## src/rtl/core/bss_pkg.sv

```systemverilog
// bss_pkg: shared constants, codes and types of the byte signature search block
// used by every module under rtl/core; depends on nothing else
`default_nettype none

package bss_pkg;

  // longest signature the cell row holds
  localparam int unsigned MAX_PATTERN = 256;
  // bits that select one cell of the row
  localparam int unsigned SEL_W       = $clog2(MAX_PATTERN);

  // fixed field widths
  localparam int unsigned BYTE_W    = 8;
  localparam int unsigned LEN_W     = 9;
  localparam int unsigned OFF_W     = 32;
  localparam int unsigned EXT_W     = 33;
  localparam int unsigned S_TDATA_W = 16;
  localparam int unsigned M_TDATA_W = 104;
  localparam int unsigned CFG_IDX_W = 2;

  // input kinds carried in tuser
  localparam logic KIND_SIG  = 1'b0;
  localparam logic KIND_TEXT = 1'b1;

  // configuration register indexes
  localparam logic [CFG_IDX_W-1:0] REG_PATTERN_LENGTH = 2'd0;
  localparam logic [CFG_IDX_W-1:0] REG_ENTRY_DELTA    = 2'd1;
  localparam logic [CFG_IDX_W-1:0] REG_RETURN_DELTA   = 2'd2;

  // per-cycle control broadcast to the cell row
  typedef struct packed {
    logic shift;
    logic clear;
  } cell_ctrl_t;

  // one pending result: found flag and start offset
  typedef struct packed {
    logic             found;
    logic [OFF_W-1:0] start;
  } out_item_t;

endpackage

`default_nettype wire

```

## src/rtl/core/bss_cell.sv

```systemverilog
// bss_cell: one cell of the match row, holding one signature byte and one window byte
// depends on bss_pkg
`default_nettype none

module bss_cell (
  input  wire logic                        clk_i,
  input  wire logic                        rst_ni,
  input  wire bss_pkg::cell_ctrl_t         ctrl_i,
  input  wire logic                        sig_we_i,
  // this cell takes the incoming text byte
  input  wire logic                        entry_i,
  // this cell lies inside the active signature
  input  wire logic                        in_use_i,
  input  wire logic [bss_pkg::BYTE_W-1:0]  data_i,
  input  wire logic [bss_pkg::BYTE_W-1:0]  next_byte_i,
  input  wire logic                        next_vld_i,
  output logic      [bss_pkg::BYTE_W-1:0]  byte_o,
  output logic                             vld_o,
  output logic                             ok_o
);

  logic [bss_pkg::BYTE_W-1:0] sig_q;
  logic [bss_pkg::BYTE_W-1:0] win_q, win_d;
  logic                       vld_q, vld_d;

  // signature byte, written by index
  always_ff @(posedge clk_i) begin
    if (sig_we_i) begin
      sig_q <= data_i;
    end
  end

  // window byte after this transaction: new byte at the entry cell, else from the neighbor
  always_comb begin
    win_d = next_byte_i;
    vld_d = next_vld_i;
    if (entry_i) begin
      win_d = data_i;
      vld_d = 1'b1;
    end
  end

  // cell agrees when unused, or holding a real byte equal to its signature byte
  assign ok_o = ~in_use_i | (vld_d & (win_d == sig_q));

  // window byte and its valid bit, cleared at the end of a region
  always_ff @(posedge clk_i or negedge rst_ni) begin
    if (!rst_ni) begin
      win_q <= '0;
      vld_q <= 1'b0;
    end else if (ctrl_i.clear) begin
      win_q <= '0;
      vld_q <= 1'b0;
    end else if (ctrl_i.shift) begin
      win_q <= win_d;
      vld_q <= vld_d;
    end
  end

  assign byte_o = win_q;
  assign vld_o  = vld_q;

endmodule

`default_nettype wire

```

## config.mk

```make
export PLATFORM = sky130hd
export DESIGN_NAME = bss_cell
export DESIGN_NICKNAME = d
export VERILOG_FILES = /design/src/rtl/core/bss_pkg.sv /design/src/rtl/core/bss_cell.sv
export SDC_FILE = /design/constraint.sdc
export NUM_CORES = 1
export LEC_CHECK = 0
export ABC_AREA = 0
export BUFFER_PORTS_ARGS = -buffer_cell sky130_fd_sc_hd__buf_2
export CORE_UTILIZATION = 49
export DETAILED_ROUTE_END_ITERATION = 16
export PLACE_DENSITY = 0.81
export SYNTH_ARGS = -nofsm -noshare
export SYNTH_HDL_FRONTEND = slang
export SYNTH_SLANG_ARGS = --single-unit
```

## constraint.sdc

```tcl
create_clock -name clk_i -period 2.2 [get_ports clk_i]
set_input_delay 0.22 -clock clk_i [delete_from_list [all_inputs] [get_ports clk_i]]
set_output_delay 0.22 -clock clk_i [all_outputs]
set_load 0.03 [all_outputs]
```

# After elaboration in Yosys (flattened, before gate mapping)
# Cells that the tools add are included.
dict set report word_totals {
  reg_bits 17
  inputBits 24
  out_inout_bits 10
}
dict set report op_classes {
  eq_ne 1
  mux 6
  bitwise_logic 3
  reduce_logical 1
}
# operator count
set ops {}
lappend ops {{8-bit two-way mux} 3}
lappend ops {{8-bit == test} 1}
lappend ops {{1-bit two-way mux} 3}
lappend ops {{2-bit nonzero test} 1}
lappend ops {{1-bit AND} 1}
lappend ops {{1-bit inverter} 1}
lappend ops {{1-bit OR} 1}

# Logic depth before layout (Yosys ltp)
dict set report depth {
  word_depth 4
  mapped_depth 5
  depth_no_buf 4
}

# Worst setup path after synthesis
# Ideal clock, no wire load.
dict set report synth_timing {
  path_type {register -> output}
  startpoint {register sig_q[4] in the netlist's numbering}
  endpoint {output port ok_o}
  t_arrival_ns 1.575
  t_required_ns 1.980
  slack_ns 0.405
  stages_incl_launch_ff 5
  cell_sequence {edfxtp_1 > nand2b_1 > a31oi_1 > or4_1 > o31ai_2}
}
dict set report synth_via {
  elab_chain_cells 3
}
# element line
set synth_rtl {}
lappend synth_rtl {{from (decl)} bss_cell.sv:22} ;# logic [bss_pkg::BYTE_W-1:0] sig_q;
lappend synth_rtl {{from (signal assigned)} bss_cell.sv:29} ;# sig_q <= data_i;
lappend synth_rtl {{8-bit == test} bss_cell.sv:44} ;# assign ok_o = ~in_use_i | (vld_d & (win_d == sig_q));
lappend synth_rtl {{1-bit AND} bss_cell.sv:44}
lappend synth_rtl {{1-bit OR} bss_cell.sv:44}
lappend synth_rtl {{to (decl)} bss_cell.sv:19} ;# output logic ok_o
# No other way between the ends.

# Worst setup path in the final report
# Same ends and word-level chain as after synthesis.

==> flow_metrics.tcl <==
set metrics [dict create \
    status "completed" \
    fmax_mhz 488 \
    dp_hpwl_microns 1260 \
    cts_tree "built" \
    synth_top_family_by_area "compound AO/OA/AOI/OAI gates" \
    overflow 0 \
    ys.flop_type "dfrtp_1" \
    startpoint_type "flop" \
    hold-worst-slack_ns 0.127 \
    antenna_found_initial 0 \
    synth_fa_ha_area_share_pct 0 \
    synthCells 66 \
    start_util_pct 53.4 \
    cts_setup_buffers 0 \
    design_area_sq_mm 0.00102 \
    maxCapViolCount 0 \
    hold_viol 0 \
    hold_class "input port to flop" \
    tightestPinTransition_ns 0.287 \
    synth.distinct_cells 21 \
    synth-simple-area-share_pct 10.8 \
    p_leak_nw 0.474 \
    min_period_ns 2.05 \
    gp_congestion 0.849 \
    fin_nets 126 \
    post_cts_resized 0 \
    layout_common_cells "buf_2, nor2_1, a211oi_1, dfrtp_1, edfxtp_1" \
    firstDrtPassIters 4 \
    r2r_slack_ns 1.45 \
    syn-cell-area_sq_um 813 \
    power_density_mw_per_mm2 656 \
    vias 626 \
    required_ns 1.98 \
    vias_per_cell 5.35 \
    cts_max_path_buffers 2 \
    root_buffer "clkbuf_4" \
    whs_path_depth 1 \
    track_usage_pct 19.7 \
    synthToLayoutAreaGrowth_pct 25.5 \
    layout-drive-gt1-share_pct 40.6 \
    core_area_sq_mm 0.00152 \
    synthXorXnorAreaFrac_pct 6.46 \
    rows 14 \
    grt_pass1_wl_microns 2650 \
    layout_commonest_cell "buf_2" \
    syn_nets 90 \
    syn_avg_cell_area_sq_um 12.3 \
    wl_per_cell_microns 13.5 \
    clock_skew_ns 0 \
    r2r_end "byte_o[6]" \
    fin_setup_tns_ns 0 \
    final_core_util_pct 67.0 \
    crit_path_end_kind "output pin" \
    crit_fanout 4 \
    htreeDepth 1 \
    clk_pin_slew_ns 0.10 \
    place.port_buffers 33 \
    synth_edf_count 8 \
    ios 34 \
    ys_seq_area_share_pct 57.2 \
    totalWireLength_microns 1570 \
    holdPathEnd "sig_q[6]" \
    ff2ff_path_depth 2 \
    synth-async-reset-ratio_pct 52.9 \
    dieArea_sq_mm 0.00183 \
    drv_slew 0 \
    n_antenna_cell 0 \
    n_fill_cell 125 \
    clk_latency_ns 0.28 \
    setup_viol 0 \
    ir_drop_v 0.000456 \
    grt_pass1_vias 595 \
    relSlewSlack_pct 80.3 \
    die_height_microns 42.7 \
    rr_startpoint "byte_o[6]" \
    synth_compound_area_share_pct 12.5 \
    cts_hold_buffers 1 \
    fp.dieW_microns 42.7 \
    crit_type "flop to output pin" \
    rsz0062_at_grt "false" \
    clock_sinks 17 \
    hp-start "data_i[6]" \
    drt_drc_violations_left 0 \
    ant_nets 0 \
    cts_inserted_buffers 3 \
    synth_warnings 0 \
    worst-endpoint-arrival_ns 1.83 \
    place_area_sq_um 983 \
    drt_iter0_drc 14 \
    grt_max_degree 19 \
    muxShareOfSynthArea_pct 10.3 \
    ys_ff_latch 17 \
    post-route-period-util_pct 93.1 \
]
==> flip-flops by register name, summed over array words and instances (netlist names) <==
| name | cells |
|---|---|
| byte_o | 8 |
| sig_q | 8 |
| vld_o | 1 |
==> layout make-up <==
cell class / instances / area (sq um) / share of cell area (%)
flip-flops and latches: 17 / 465 / 45.6
clock inverters: 1 / 5.00 / 0.490
repair buffers: 35 / 183 / 17.9
clock buffers: 3 / 22.5 / 2.21
multi-input cells: 45 / 325 / 31.9
well taps: 16 / 20.0 / 1.96
==> kinds of logic after synthesis <==
family / Yosys count
buf+inv: 4
compound gates: 13
simple gates: 18
flops: 17
mux: 8
xor+xnor: 6
==> per-stage QoR <==
stage,total power (W),instances,worst slack (ns)
final,0.000670,117,0.153
after global routing,0.000705,117,0.0355
after CTS,0.000677,117,0.142
after detailed placement,0.000514,112,0.227
after global placement,0.000509,112,0.308
after floorplan,0.000461,66,0.405
==> worst max path at each step <==
stage               cells past startpoint      from    to  slack, ns
floorplan                               4  sig_q[4]  ok_o       0.41
global placement                        7   entry_i  ok_o       0.31
detailed placement                      7   entry_i  ok_o       0.23
CTS                                     5  sig_q[4]  ok_o       0.14
global route                            5  sig_q[4]  ok_o       0.04
finish                                  5  sig_q[4]  ok_o       0.15
==> critical path: stages, from the launching register on <==
cell and delay, ns:
edfxtp_1 0.44, nand2b_1 0.10, a31oi_1 0.08, or4_1 0.52, o31ai_2 0.18, buf_2 0.23
==> metal layers <==
metal,wire [microns],up-vias,GRT usage [%]
met4,18,0,8.13
met5,0,-,0
met1,719,284,27.1
met2,739,27,30.0
li1,-,313,-
met3,96,2,4.26
==> report_power, final <==
group / leakage [nW] / internal, W / switching [W]
clock: 0.0177 / 0.0000675 / 0.0000938
combinational: 0.261 / 0.0000568 / 0.0000817
sequential: 0.195 / 0.000358 / 0.0000118
total: 0.474 / 0.000482 / 0.000187
==> cell usage after synthesis, types with 2 or more instances <==
cell type | count | area, sq um
a211oi_1 | 9 | 67.6
dfrtp_1 | 9 | 225
nor2b_1 | 2 | 12.5
clkbuf_1 | 2 | 7.51
mux2i_1 | 7 | 70.1
xnor2_1 | 3 | 26.3
nor2_1 | 10 | 37.5
xor2_1 | 3 | 26.3
nand2b_1 | 2 | 12.5
edfxtp_1 | 8 | 240
No activity file was read; power rests on OpenSTA's default activity.
