[src/rtl/core/bss_pkg.sv]
// bss_pkg: shared constants, codes and types of the byte signature search block
// used by every module under rtl/core; depends on nothing else
`default_nettype none

package bss_pkg;

  // longest signature the cell row holds
  localparam int unsigned MAX_PATTERN = 256;
  // bits that select one cell of the row
  localparam int unsigned SEL_W       = $clog2(MAX_PATTERN);

  // fixed field widths
  localparam int unsigned BYTE_W    = 8;
  localparam int unsigned LEN_W     = 9;
  localparam int unsigned OFF_W     = 32;
  localparam int unsigned EXT_W     = 33;
  localparam int unsigned S_TDATA_W = 16;
  localparam int unsigned M_TDATA_W = 104;
  localparam int unsigned CFG_IDX_W = 2;

  // input kinds carried in tuser
  localparam logic KIND_SIG  = 1'b0;
  localparam logic KIND_TEXT = 1'b1;

  // configuration register indexes
  localparam logic [CFG_IDX_W-1:0] REG_PATTERN_LENGTH = 2'd0;
  localparam logic [CFG_IDX_W-1:0] REG_ENTRY_DELTA    = 2'd1;
  localparam logic [CFG_IDX_W-1:0] REG_RETURN_DELTA   = 2'd2;

  // per-cycle control broadcast to the cell row
  typedef struct packed {
    logic shift;
    logic clear;
  } cell_ctrl_t;

  // one pending result: found flag and start offset
  typedef struct packed {
    logic             found;
    logic [OFF_W-1:0] start;
  } out_item_t;

endpackage

`default_nettype wire

[src/rtl/core/bss_out_buf.sv]
// bss_out_buf: two-entry output buffer (head plus skid) for result transactions
// depends on bss_pkg
`default_nettype none

module bss_out_buf (
  input  wire logic                 clk_i,
  input  wire logic                 rst_ni,
  input  wire logic                 push_i,
  input  wire bss_pkg::out_item_t   item_i,
  output logic                      space_o,
  output logic                      valid_o,
  input  wire logic                 ready_i,
  output bss_pkg::out_item_t        item_o
);

  logic               head_valid_q, head_valid_d;
  logic               skid_valid_q, skid_valid_d;
  bss_pkg::out_item_t head_q, head_d;
  bss_pkg::out_item_t skid_q, skid_d;
  logic               pop;

  assign pop     = head_valid_q & ready_i;
  assign space_o = ~skid_valid_q;
  assign valid_o = head_valid_q;
  assign item_o  = head_q;

  // advance on pop, then place a new item in the first free slot
  always_comb begin
    head_valid_d = head_valid_q;
    skid_valid_d = skid_valid_q;
    head_d       = head_q;
    skid_d       = skid_q;
    if (pop) begin
      if (skid_valid_q) begin
        head_d       = skid_q;
        skid_valid_d = 1'b0;
      end else begin
        head_valid_d = 1'b0;
      end
    end
    if (push_i) begin
      if (!head_valid_d) begin
        head_d       = item_i;
        head_valid_d = 1'b1;
      end else begin
        skid_d       = item_i;
        skid_valid_d = 1'b1;
      end
    end
  end

  always_ff @(posedge clk_i or negedge rst_ni) begin
    if (!rst_ni) begin
      head_valid_q <= 1'b0;
      skid_valid_q <= 1'b0;
    end else begin
      head_valid_q <= head_valid_d;
      skid_valid_q <= skid_valid_d;
    end
  end

  always_ff @(posedge clk_i) begin
    head_q <= head_d;
    skid_q <= skid_d;
  end

endmodule

`default_nettype wire

[config.mk]
export PLATFORM = sky130hd
export DESIGN_NAME = bss_out_buf
export DESIGN_NICKNAME = d
export VERILOG_FILES = /design/src/rtl/core/bss_pkg.sv /design/src/rtl/core/bss_out_buf.sv
export SDC_FILE = /design/constraint.sdc
export NUM_CORES = 1
export LEC_CHECK = 0
export ABC_CLOCK_PERIOD_IN_PS = 4400
export BUFFER_PORTS_ARGS = -buffer_cell sky130_fd_sc_hd__buf_2
export CORE_ASPECT_RATIO = 1.4
export CORE_MARGIN = 2
export CORE_UTILIZATION = 56
export CTS_CLUSTER_DIAMETER = 50
export DETAILED_ROUTE_END_ITERATION = 10
export MAX_ROUTING_LAYER = met4
export PLACE_DENSITY = 0.84
export SYNTH_ARGS = -nofsm -noshare
export SYNTH_HDL_FRONTEND = slang
export SYNTH_SLANG_ARGS = --single-unit
[constraint.sdc]
create_clock -name clk_i -period 4.4 [get_ports clk_i]
set_input_delay 0.44 -clock clk_i [delete_from_list [all_inputs] [get_ports clk_i]]
set_output_delay 0.44 -clock clk_i [all_outputs]
set_load 0.02 [all_outputs]
Yosys cells after proc, flatten, opt, wreduce, memory -nomap -nowiden:

Cells that the tools add are included.

* input bits: 37
* bits in registers: 68
* output and inout port bits: 35
* word-level logic and storage cells: 19

* bitwise logic cells: 2
* muxes and demuxes: 10
* reduce and logical (&&, ||, !) cells: 1

Operator list (count)
* 33-bit 2-to-1 mux: 4
* 1-bit 2-to-1 mux: 6
* 2-bit AND reduction: 1
* 1-bit AND: 1
* 1-bit inverter: 1

Logic depth before layout (Yosys ltp):

Gate-level depths: netlist of run 1.

* depth after elaboration: 4
* depth in mapped cells: 5
* mapped depth without buffers: 3

Least setup slack after synthesis of run 1:

No wires, ideal clock.

* kind: register to register
* from: register head_valid_q (netlist: valid_o)
* to: register skid_q[0] (netlist bit), enable pin
* clock period less this slack: 2.282 ns
* path slack: 2.118 ns
* data required time: 4.007 ns
* arrival time: 1.888 ns
* library setup time: 0.393 ns
* cell stages (with the launch flop): 4
* path buffers: 2
* cell sequence: dfrtp_1 buf_2 buf_2 and3_1

* word-level cells in the longest chain between the ends: 3
* elaborated cells between the ends (all ways): 4
* those cells by class: mux: 2; bitwise: 1; reduce/logical: 1

Ends and longest elaborated chain
* from (decl): RTL line bss_out_buf.sv:16 `logic head_valid_q, head_valid_d;`
* from (signal assigned): RTL line bss_out_buf.sv:57 `head_valid_q <= head_valid_d;`
* 1-bit 2-to-1 mux / 1-bit AND (equally long branches): RTL line bss_out_buf.sv:34, bss_out_buf.sv:22
* 1-bit 2-to-1 mux *: RTL line bss_out_buf.sv:33 `if (pop) begin`
* 2-bit AND reduction (no line) *
* to (signal assigned): RTL line bss_out_buf.sv:64 `skid_q <= skid_d;`
* to (decl): RTL line bss_out_buf.sv:19 `bss_pkg::out_item_t skid_q, skid_d;`

Every way passes the cells marked *; elsewhere a longest branch is shown, timed or not.
A chain may end at the register's enable or synchronous reset.

Worst setup path after layout of run 1:

* from: register head_valid_q (netlist: valid_o)
* to: register skid_q[17] (netlist bit), enable pin

Same word-level chain as after synthesis.

==> results.ini, run 1 <==
[global_routing]
grt_pass1_vias=2074
grt_pass1_wl_um=9910
grt_overflow=0
grt_start_max_net_pins=41
grt_use_total=0.242
antenna_found_initial=0

[route]
dr.first_iter.drc_count=145
vias=2070
antenna_left=0
post-route-drc-count=0
firstDrtPassIters=4
avgRoutedWirePerCell_um=16.6
via_per_inst=5.67
routed_wl_um=6050

[power_and_ir_drop]
p_switching_uw=595
combPwrFrac=0.242
swShare=0.312
clkPwrFrac=0.301
p_int_uw=1310
seq_power_share=0.458
power_density_mw_per_mm2=560
power_leakage_uw=0.00145
ir_drop_mv=0.433

[clock_network]
cts_buffers=9
cts_buffer_depth=2
cts_root_buf=clkbuf_8
clk_pin_slew_ns=0.07
htreeDepth=3
worstSkewPairLatency_ns=0.34
cts_setup_buffers=0
clock-sinks=68
cts_tree=built

[sta]
fin_crit_ns=2.59
maxSlewHeadroom=0.269
holdWs_ns=0.287
rsz0062_at_grt=no
min_period_over_period=0.589
finalMaxSlewViolations=0
setup_viol=0
hold_viol=0
fmax_mhz=386
finalSetupTns_ns=0
tightest_slew_ns=1.10
clock_skew_ns=0.00506

[die]
dieArea_mm2=0.00561
initial_core_util=0.581
die_w_um=63.9
die_h_um=87.9
core_mm2=0.00484
io_pins=72
rows=30

[placement]
place_hpwl_um=3850
gp_congestion=0.712
portBuffers=71

[min_path]
hold_class=input pin to flop

[synth]
yosys-top-cells-count=inv_1, dfxtp_1, edfxtp_1, nor2_1, o22ai_1
async_flop_share=0.0294
synth.most_common_cell=inv_1
avgSynthCellArea_um2=12.3
synth_edf_count=33
postSynthCellCount=228
yosysWarnings=0
ys_seq_area_frac=0.605
yosysUniqueCellTypes=20
yosysTopAreaCell=edfxtp_1
synth_ff_type=edfxtp_1
synth.cell_area_mm2=0.00281
synth_top_cell_area_share=0.352
ys_ff_latch=68
ys_top_cells_by_area=edfxtp_1, dfxtp_1, a221oi_2, o22ai_1, inv_1
synth.net_count=265

[worst_setup_path]
cp-end-kind=flop
critPathMaxFanout=40
required_ns=4.43
startpoint_type=flop
arrival_ns=2.62
critPathKind=flop to flop

[final_layout]
nets=333
area_delta_synth_final_pct=21.0
antenna_cells=0
nFillCells=334
final_layout_size_suffix_gt1_frac=0.405

[job]
max_cap_violations=0

[status]
outcome=finished clean

cell type report:
cell class	instances	area, um^2	share of cell area
Clock buffer	11	151	0.0445
Inverter	34	128	0.0375
Sequential cell	68	1700	0.500
Multi-Input combinational cell	109	887	0.261
Clock inverter	5	73.8	0.0217
Timing Repair Buffer	74	380	0.112
Tap cell	64	80.1	0.0235
flip-flops by register name, summed over array words and instances, names as in the netlist:
| name | count |
|---|---|
| item_o | 33 |
| skid_q | 33 |
| skid_valid_q | 1 |
| valid_o | 1 |
power groups by stage:
stage / clock, uW / sequential, uW / combinational, uW
floorplan: 0 / 963 / 230
global placement: 0 / 880 / 447
detailed placement: 0 / 883 / 459
CTS: 582 / 871 / 462
global route: 610 / 890 / 497
finish: 573 / 872 / 460
kinds of logic after synthesis:
logic type / Yosys count / synth area share
AOI/OAI and AO/OA: 71 / 0.256
buffers and inverters: 51 / 0.0823
and+or+nand+nor: 38 / 0.0569
DFF: 68 / 0.605
layout by cell type (no fill, tap or decap), types with 3 or more instances in the layout:
master,n
a221oi_1,3
buf_2,71
dfxtp_1,33
nor2_1,33
clkbuf_8,11
a221oi_2,30
o22ai_1,33
inv_1,34
edfxtp_1,33
metrics by stage:
| stage | utilization | power [uW] | worst slack, ns | area [um^2] | instances |
|---|---|---|---|---|---|
| 4_1_cts | 0.703 | 1910 | 1.78 | 3400 | 365 |
| 6_report | 0.703 | 1910 | 1.81 | 3400 | 365 |
| 3_5_place_dp | 0.654 | 1340 | 1.80 | 3170 | 348 |
| 3_3_place_gp | 0.654 | 1330 | 1.81 | 3170 | 348 |
| 5_1_grt | 0.703 | 2000 | 1.58 | 3400 | 365 |
| 2_1_floorplan | - | 1190 | 2.12 | 2810 | 228 |
critical path: stages (launching register included):
cell and delay, ns:
dfrtp_2 1.07, and3_1 0.80, buf_4 0.38
timing repair:
item	CTS	global route
hold buffers	1	0
resized for setup	0	0
hold endpoints to repair	2	0
setup endpoints to repair	0	0
layer usage:
layer	GRT usage	up-vias	wire length (um)	share of wire
met4	0.136	0	134	0.022
met2	0.351	95	2960	0.49
met1	0.310	967	2560	0.42
met5	-	-	0	0
li1	-	995	-	-
met3	0.0591	13	400	0.066
final timing paths:
kind,start,to,slack (ns),cells past startpoint
max in group asynchronous,rst_ni,valid_o,3.87,2
min in group asynchronous,rst_ni,skid_valid_q,0.42,2
hold reg to reg,item_o[32],item_o[32],0.52,2
setup reg to reg,valid_o,skid_q[17],1.81,2
hold / removal,item_i[25],skid_q[25],0.29,1
setup / recovery,valid_o,skid_q[17],1.81,2
Power figures use the tool's default switching activity.
==> inputs of run 2 (changes only) <==
ABC_CLOCK_PERIOD_IN_PS = 2200   (was 4400)
CORE_UTILIZATION = 47   (was 56)
PLACE_DENSITY = 0.75   (was 0.84)
clock period = 2.2 ns   (was 4.4 ns; I/O delays follow)
==> run 2 against run 1 <==
Final cell count grew 3.3%. Sequential share of layout area is 0.55 points lower. Worst hold slack lost 0.21 ns. Sequential power grew 97%. Critical path type is now flop to output port.
==> results.ini, run 2 (synthesis gave the netlist of run 1 again) <==
[power_and_ir_drop]
power_leakage_uw=0.00146  ; +0.88%
seq_power_share=0.465  ; +0.007
p_int_uw=2530  ; +93%
clkPwrFrac=0.273  ; -0.028
p_switching_uw=1160  ; +96%
finalPower_uw=3700  ; +94%
ir_drop_mv=0.650  ; +50%
power_density_mw_per_mm2=1070  ; +92%
combPwrFrac=0.262  ; +0.020
swShare=0.315  ; +0.00266

[die]
io_pins=72  ; unchanged
dieArea_mm2=0.00663  ; +18%
core_mm2=0.00582  ; +20%
die_w_um=69.4  ; +8.6%
initial_core_util=0.483  ; -0.0977
rows=33  ; +10%
die_h_um=95.5  ; +8.7%

[worst_setup_path]
critPathMaxFanout=20  ; -50%
arrival_ns=1.44  ; -1.18 ns
r2r_cells=3  ; +1
r2r_end=item_o[0]
critPathLaunch=valid_o
required_ns=1.98  ; -2.45 ns
cp-end-kind=output port
rr_startpoint=skid_valid_q
critPathKind=flop to output port
startpoint_type=flop
crit_path_end=valid_o
reg2reg_slack_ns=0.59  ; -1.22 ns

[clock_network]
clk_pin_slew_ns=0.07  ; about the same
htreeDepth=3  ; unchanged
cts_buffers=9  ; unchanged
worstSkewPairLatency_ns=0.33  ; about the same
cts.repair.resized=0  ; unchanged
clock-sinks=68  ; unchanged
cts_root_buf=clkbuf_8
cts_tree=built
cts_buffer_depth=2  ; unchanged

[sta]
min_period_over_period=0.756
rsz0062_at_grt=no
maxSlewHeadroom=0.549  ; +0.280
fin_crit_ns=1.66
finalMaxSlewViolations=0  ; unchanged
finalSetupTns_ns=0  ; unchanged
holdWs_ns=0.0731  ; -0.214 ns
tightest_slew_ns=0.674  ; -0.422 ns
setup_viol=0  ; unchanged
clock_skew_ns=0.00829  ; +0.00323 ns
hold_viol=0  ; unchanged
fmax_mhz=601

[placement]
gp_congestion=0.814  ; +14%
portBuffers=71  ; unchanged
place_hpwl_um=4290  ; +11%

[final_layout]
area_delta_synth_final_pct=22.3
final_cell_mix=buf_2, inv_1
register_area_mm2=0.00170  ; unchanged
final_layout_size_suffix_gt1_frac=0.410  ; +0.00511
final_common_cell=buf_2
antenna_cells=0  ; unchanged
nFillCells=493  ; +48%
nets=339  ; +1.8%
multi_input_area_um2=888  ; +0.14%

[global_routing]
antenna_found_initial=0  ; unchanged
grt_use_total=0.209  ; -0.0330
grt_pass1_vias=2084  ; +0.48%
grt_pass1_wl_um=10300  ; +4.1%
grt_start_max_net_pins=34  ; -17%
grt_overflow=0  ; unchanged

[route]
dr.first_iter.drc_count=127  ; -12%
vias=2042  ; -1.4%
via_per_inst=5.42  ; -4.5%
routed_wl_um=6380  ; +5.5%
antenna_left=0  ; unchanged
avgRoutedWirePerCell_um=16.9  ; +2.1%
firstDrtPassIters=4  ; unchanged
post-route-drc-count=0  ; unchanged

[status]
outcome=finished clean

[min_path]
hold_class=input pin to flop

[job]
max_cap_violations=0  ; unchanged

-- run 2: how the worst min path moves through the flow --
stage / from / slack, ns / to / depth (start not counted)
after floorplan: rst_ni / -0.08 / skid_valid_q / 0
after global placement: rst_ni / 0.02 / skid_valid_q / 1
after detailed placement: rst_ni / 0.02 / skid_valid_q / 1
after CTS: item_i[17] / 0.06 / skid_q[17] / 1
after global routing: item_i[17] / 0.06 / skid_q[17] / 1
final: item_i[17] / 0.07 / skid_q[17] / 1
-- run 2: power by group through the flow --
stage	registers (uW)	logic, uW	clock network [uW]
final	1720	969	1010
after global routing	1740	1040	1090
after CTS	1720	978	1030
after detailed placement	1740	973	0
after global placement	1740	953	0
after floorplan	1920	460	0
-- run 2: timing repair --
item                       4_1_cts  5_1_grt
hold endpoints to repair         2        0
setup endpoints to repair        0        0
setup buffers                    0        0
hold buffers                     1        0
-- run 2: worst max-delay path, cell delays in order (launching register included) --
cell and delay (ns):
dfrtp_2 0.50, buf_4 0.37, buf_2 0.23
-- run 2: metal layers --
metal,wire length [um],GRT usage
met1,2720,0.239
met2,3250,0.341
met3,277,0.0465
met4,131,0.118
met5,0,-
-- run 2: metrics by stage --
step | std cells | setup WS (ns) | utilization | area (um^2)
3_3_place_gp | 360 | 0.689 | 0.556 | 3230
5_1_grt | 377 | 0.453 | 0.591 | 3440
6_report | 377 | 0.537 | 0.591 | 3440
2_1_floorplan | 228 | 0.257 | - | 2810
4_1_cts | 377 | 0.514 | 0.591 | 3440
3_5_place_dp | 360 | 0.649 | 0.556 | 3230
-- run 2: area by class of cell --
class / count / area share
inverter: 34 / 0.0371
clock inverter: 1 / 0.00873
timing repair buffer: 80 / 0.127
tap: 70 / 0.0255
sequential: 68 / 0.495
clock buffer: 15 / 0.0484
multi-input combinational: 109 / 0.258
==> inputs of run 3 (changes only) <==
ABC_AREA = 1   (was not set)
ABC_CLOCK_PERIOD_IN_PS = 1530   (was 2200)
CORE_UTILIZATION = 54   (was 47)
PLACE_DENSITY = 0.8   (was 0.75)
clock period = 1.53 ns   (was 2.2 ns; I/O delays follow)
==> run 3 against run 2 <==
Sequential share of layout area decreased by 7.2 points. Flip-flop and latch count unchanged. Clock skew increased by 0.0060 ns. First-iteration DRC count increased by 23%. Largest cell class unchanged.
==> results.ini, run 3 <==
[final_layout]
fin_cells=506  ; +34%
stdcell_area_mm2=0.00403  ; +17%
antenna_cells=0  ; unchanged
utilization=0.696  ; +0.105
final_layout_size_suffix_gt1_frac=0.310  ; -0.101
final_cell_mix=buf_2, inv_1, nand2_1, nand3_1
final_common_cell=buf_2
area_delta_synth_final_pct=26.3
nets=468  ; +38%

[synth]
synth.net_count=371  ; +40%
yosysTopAreaCell=edfxtp_1
ys_top_cells_by_area=edfxtp_1, dfxtp_1, nand3_2, inv_1, nand2_1
ys_ff_latch=68  ; unchanged
synth_edf_count=33  ; unchanged
yosysUniqueCellTypes=18  ; -10%
yosysWarnings=0  ; unchanged
postSynthCellCount=334  ; +46%
async_flop_share=0.0294  ; unchanged
yosys-top-cells-count=inv_1, nand2_1, nand3_1
ys_seq_area_frac=0.534  ; -0.0712
synth_ff_type=edfxtp_1
synth_top_cell_area_share=0.311  ; -0.0415
avgSynthCellArea_um2=9.55  ; -23%
synth.cell_area_mm2=0.00319  ; +13%

[clock_network]
cts_buffer_depth=2  ; unchanged
clk_pin_slew_ns=0.07  ; about the same
cts_tree=built
cts_root_buf=clkbuf_8
cts_setup_buffers=0  ; unchanged
clock-sinks=68  ; unchanged
worstSkewPairLatency_ns=0.35  ; +0.02 ns
htreeDepth=3  ; unchanged
cts_buffers=9  ; unchanged

[die]
rows=33  ; unchanged
die_h_um=94.9  ; -0.64%
die_w_um=68.9  ; -0.63%
dieArea_mm2=0.00654  ; -1.3%
core_mm2=0.00578  ; -0.71%
initial_core_util=0.552  ; +0.0684
io_pins=72  ; unchanged

[route]
via_per_inst=5.23  ; -3.4%
vias=2648  ; +30%
firstDrtPassIters=5  ; +1
post-route-drc-count=0  ; unchanged
dr.first_iter.drc_count=156  ; +23%
antenna_left=0  ; unchanged
routed_wl_um=7410  ; +16%
avgRoutedWirePerCell_um=14.6  ; -14%

[sta]
finalMaxSlewViolations=0  ; unchanged
tightest_slew_ns=0.446  ; -0.228 ns
fin_crit_ns=1.47
finalSetupTns_ns=0  ; unchanged
maxSlewHeadroom=0.702  ; +0.153
clock_skew_ns=0.0142  ; +0.00595 ns
hold_viol=0  ; unchanged
rsz0062_at_grt=no
setup_viol=0  ; unchanged
setup_ws_ns=0.0558  ; -0.481 ns
fmax_mhz=678
min_period_over_period=0.964

[worst_setup_path]
slowest_stage=dfrtp_1
critPathMaxFanout=16  ; -20%
cp-end-kind=flop
startpoint_type=flop
arrival_ns=1.75  ; +0.31 ns
critPathMaxStageDelay_ns=0.43  ; -0.07 ns
critPathKind=flop to flop
path_cells=buf_4, nand3_2, nand2_1, nand3_2, nand2_1
required_ns=1.81  ; -0.17 ns

[global_routing]
grt_overflow=0  ; unchanged
antenna_found_initial=0  ; unchanged
grt_use_total=0.253  ; +0.0443
grt_pass1_wl_um=11700  ; +13%
grt_pass1_vias=2609  ; +25%
grt_start_max_net_pins=34  ; unchanged

[placement]
place_inst=462  ; +28%
place_worst_setup_slack_ns=0.121  ; -0.528 ns
place_hpwl_um=4320  ; +0.48%
dpl-instance-area_mm2=0.00356  ; +10%
gp_congestion=0.782  ; -3.9%
portBuffers=71  ; unchanged

[power_and_ir_drop]
power_density_mw_per_mm2=1490  ; +39%
ir_drop_mv=0.809  ; +25%
power_leakage_uw=0.00206  ; +41%

[min_path]
hold_class=input pin to flop

[status]
outcome=finished clean

[job]
max_cap_violations=0  ; unchanged

## run 3: cell count changes after synthesis, moves of 4 or more
cell and change:
nand4_1 +33, nand3_2 +30, nor2_1 -32, inv_1 +33, a221oi_2 -30, o22ai_1 -33
nand3_1 +36, buf_2 +4, nand2_1 +66, buf_4 +4
## run 3: cells by family after synthesis
kind of cell           share of synthesized area
flip-flops                                 0.534
AO/OA/AOI/OAI                            0.00157
AND/OR/NAND/NOR                            0.322
buffers and inverters                      0.143
## run 3: cell type report
| cell class | count | area (um^2) |
|---|---|---|
| inverters | 68 | 260 |
| flip-flops and latches | 68 | 1700 |
| repair buffers | 110 | 741 |
| multi-input cells | 174 | 1050 |
| well taps | 70 | 87.6 |
| clock buffers | 11 | 131 |
| fillers | 461 | 1760 |
| clock inverters | 5 | 53.8 |
## run 3: worst paths after layout
kind                       depth (start not counted)  slack [ns]           end    startpoint
hold / removal                                     1        0.01    skid_q[10]    item_i[10]
min in group asynchronous                          2        0.12  skid_valid_q        rst_ni
hold reg to reg                                    4        0.55    item_o[25]    item_o[25]
max in group asynchronous                          2        1.28       valid_o        rst_ni
setup reg to reg                                   5        0.06     item_o[5]  skid_valid_q
setup / recovery                                   5        0.06     item_o[5]  skid_valid_q
## run 3: routing by layer
| metal | up-vias | global-route usage | wire length, um |
|---|---|---|---|
| met5 | - | - | 0 |
| met4 | 0 | 0.118 | 211 |
| met3 | 22 | 0.0584 | 424 |
| met2 | 106 | 0.412 | 3820 |
| met1 | 1229 | 0.290 | 2950 |
| li1 | 1291 | - | - |
## run 3: power breakdown
group	leakage, uW	switching [uW]	internal (uW)
clock network	0.0000971	663	748
logic	0.00135	1320	737
registers	0.000612	198	2330
## run 3: timing repair
action / in CTS / in global routing
hold buffers: 26 / 1
endpoints found under the hold margin: 27 / 1
setup endpoints to repair: 0 / 3
gates resized for setup: 0 / 0
## run 3: critical path: cells and delay by family (launching register included)
family        cells  cell delay (ns)
buf+inv           1             0.24
flops             1             0.43
simple gates      4             0.74
## run 3: per-stage QoR
step / total power, uW / hold WS [ns]
CTS: 6000 / 0.00232
global placement: 4490 / -0.0534
finish: 6000 / 0.0141
floorplan: 3980 / -0.143
detailed placement: 4550 / -0.0484
global route: 6340 / 0.00341
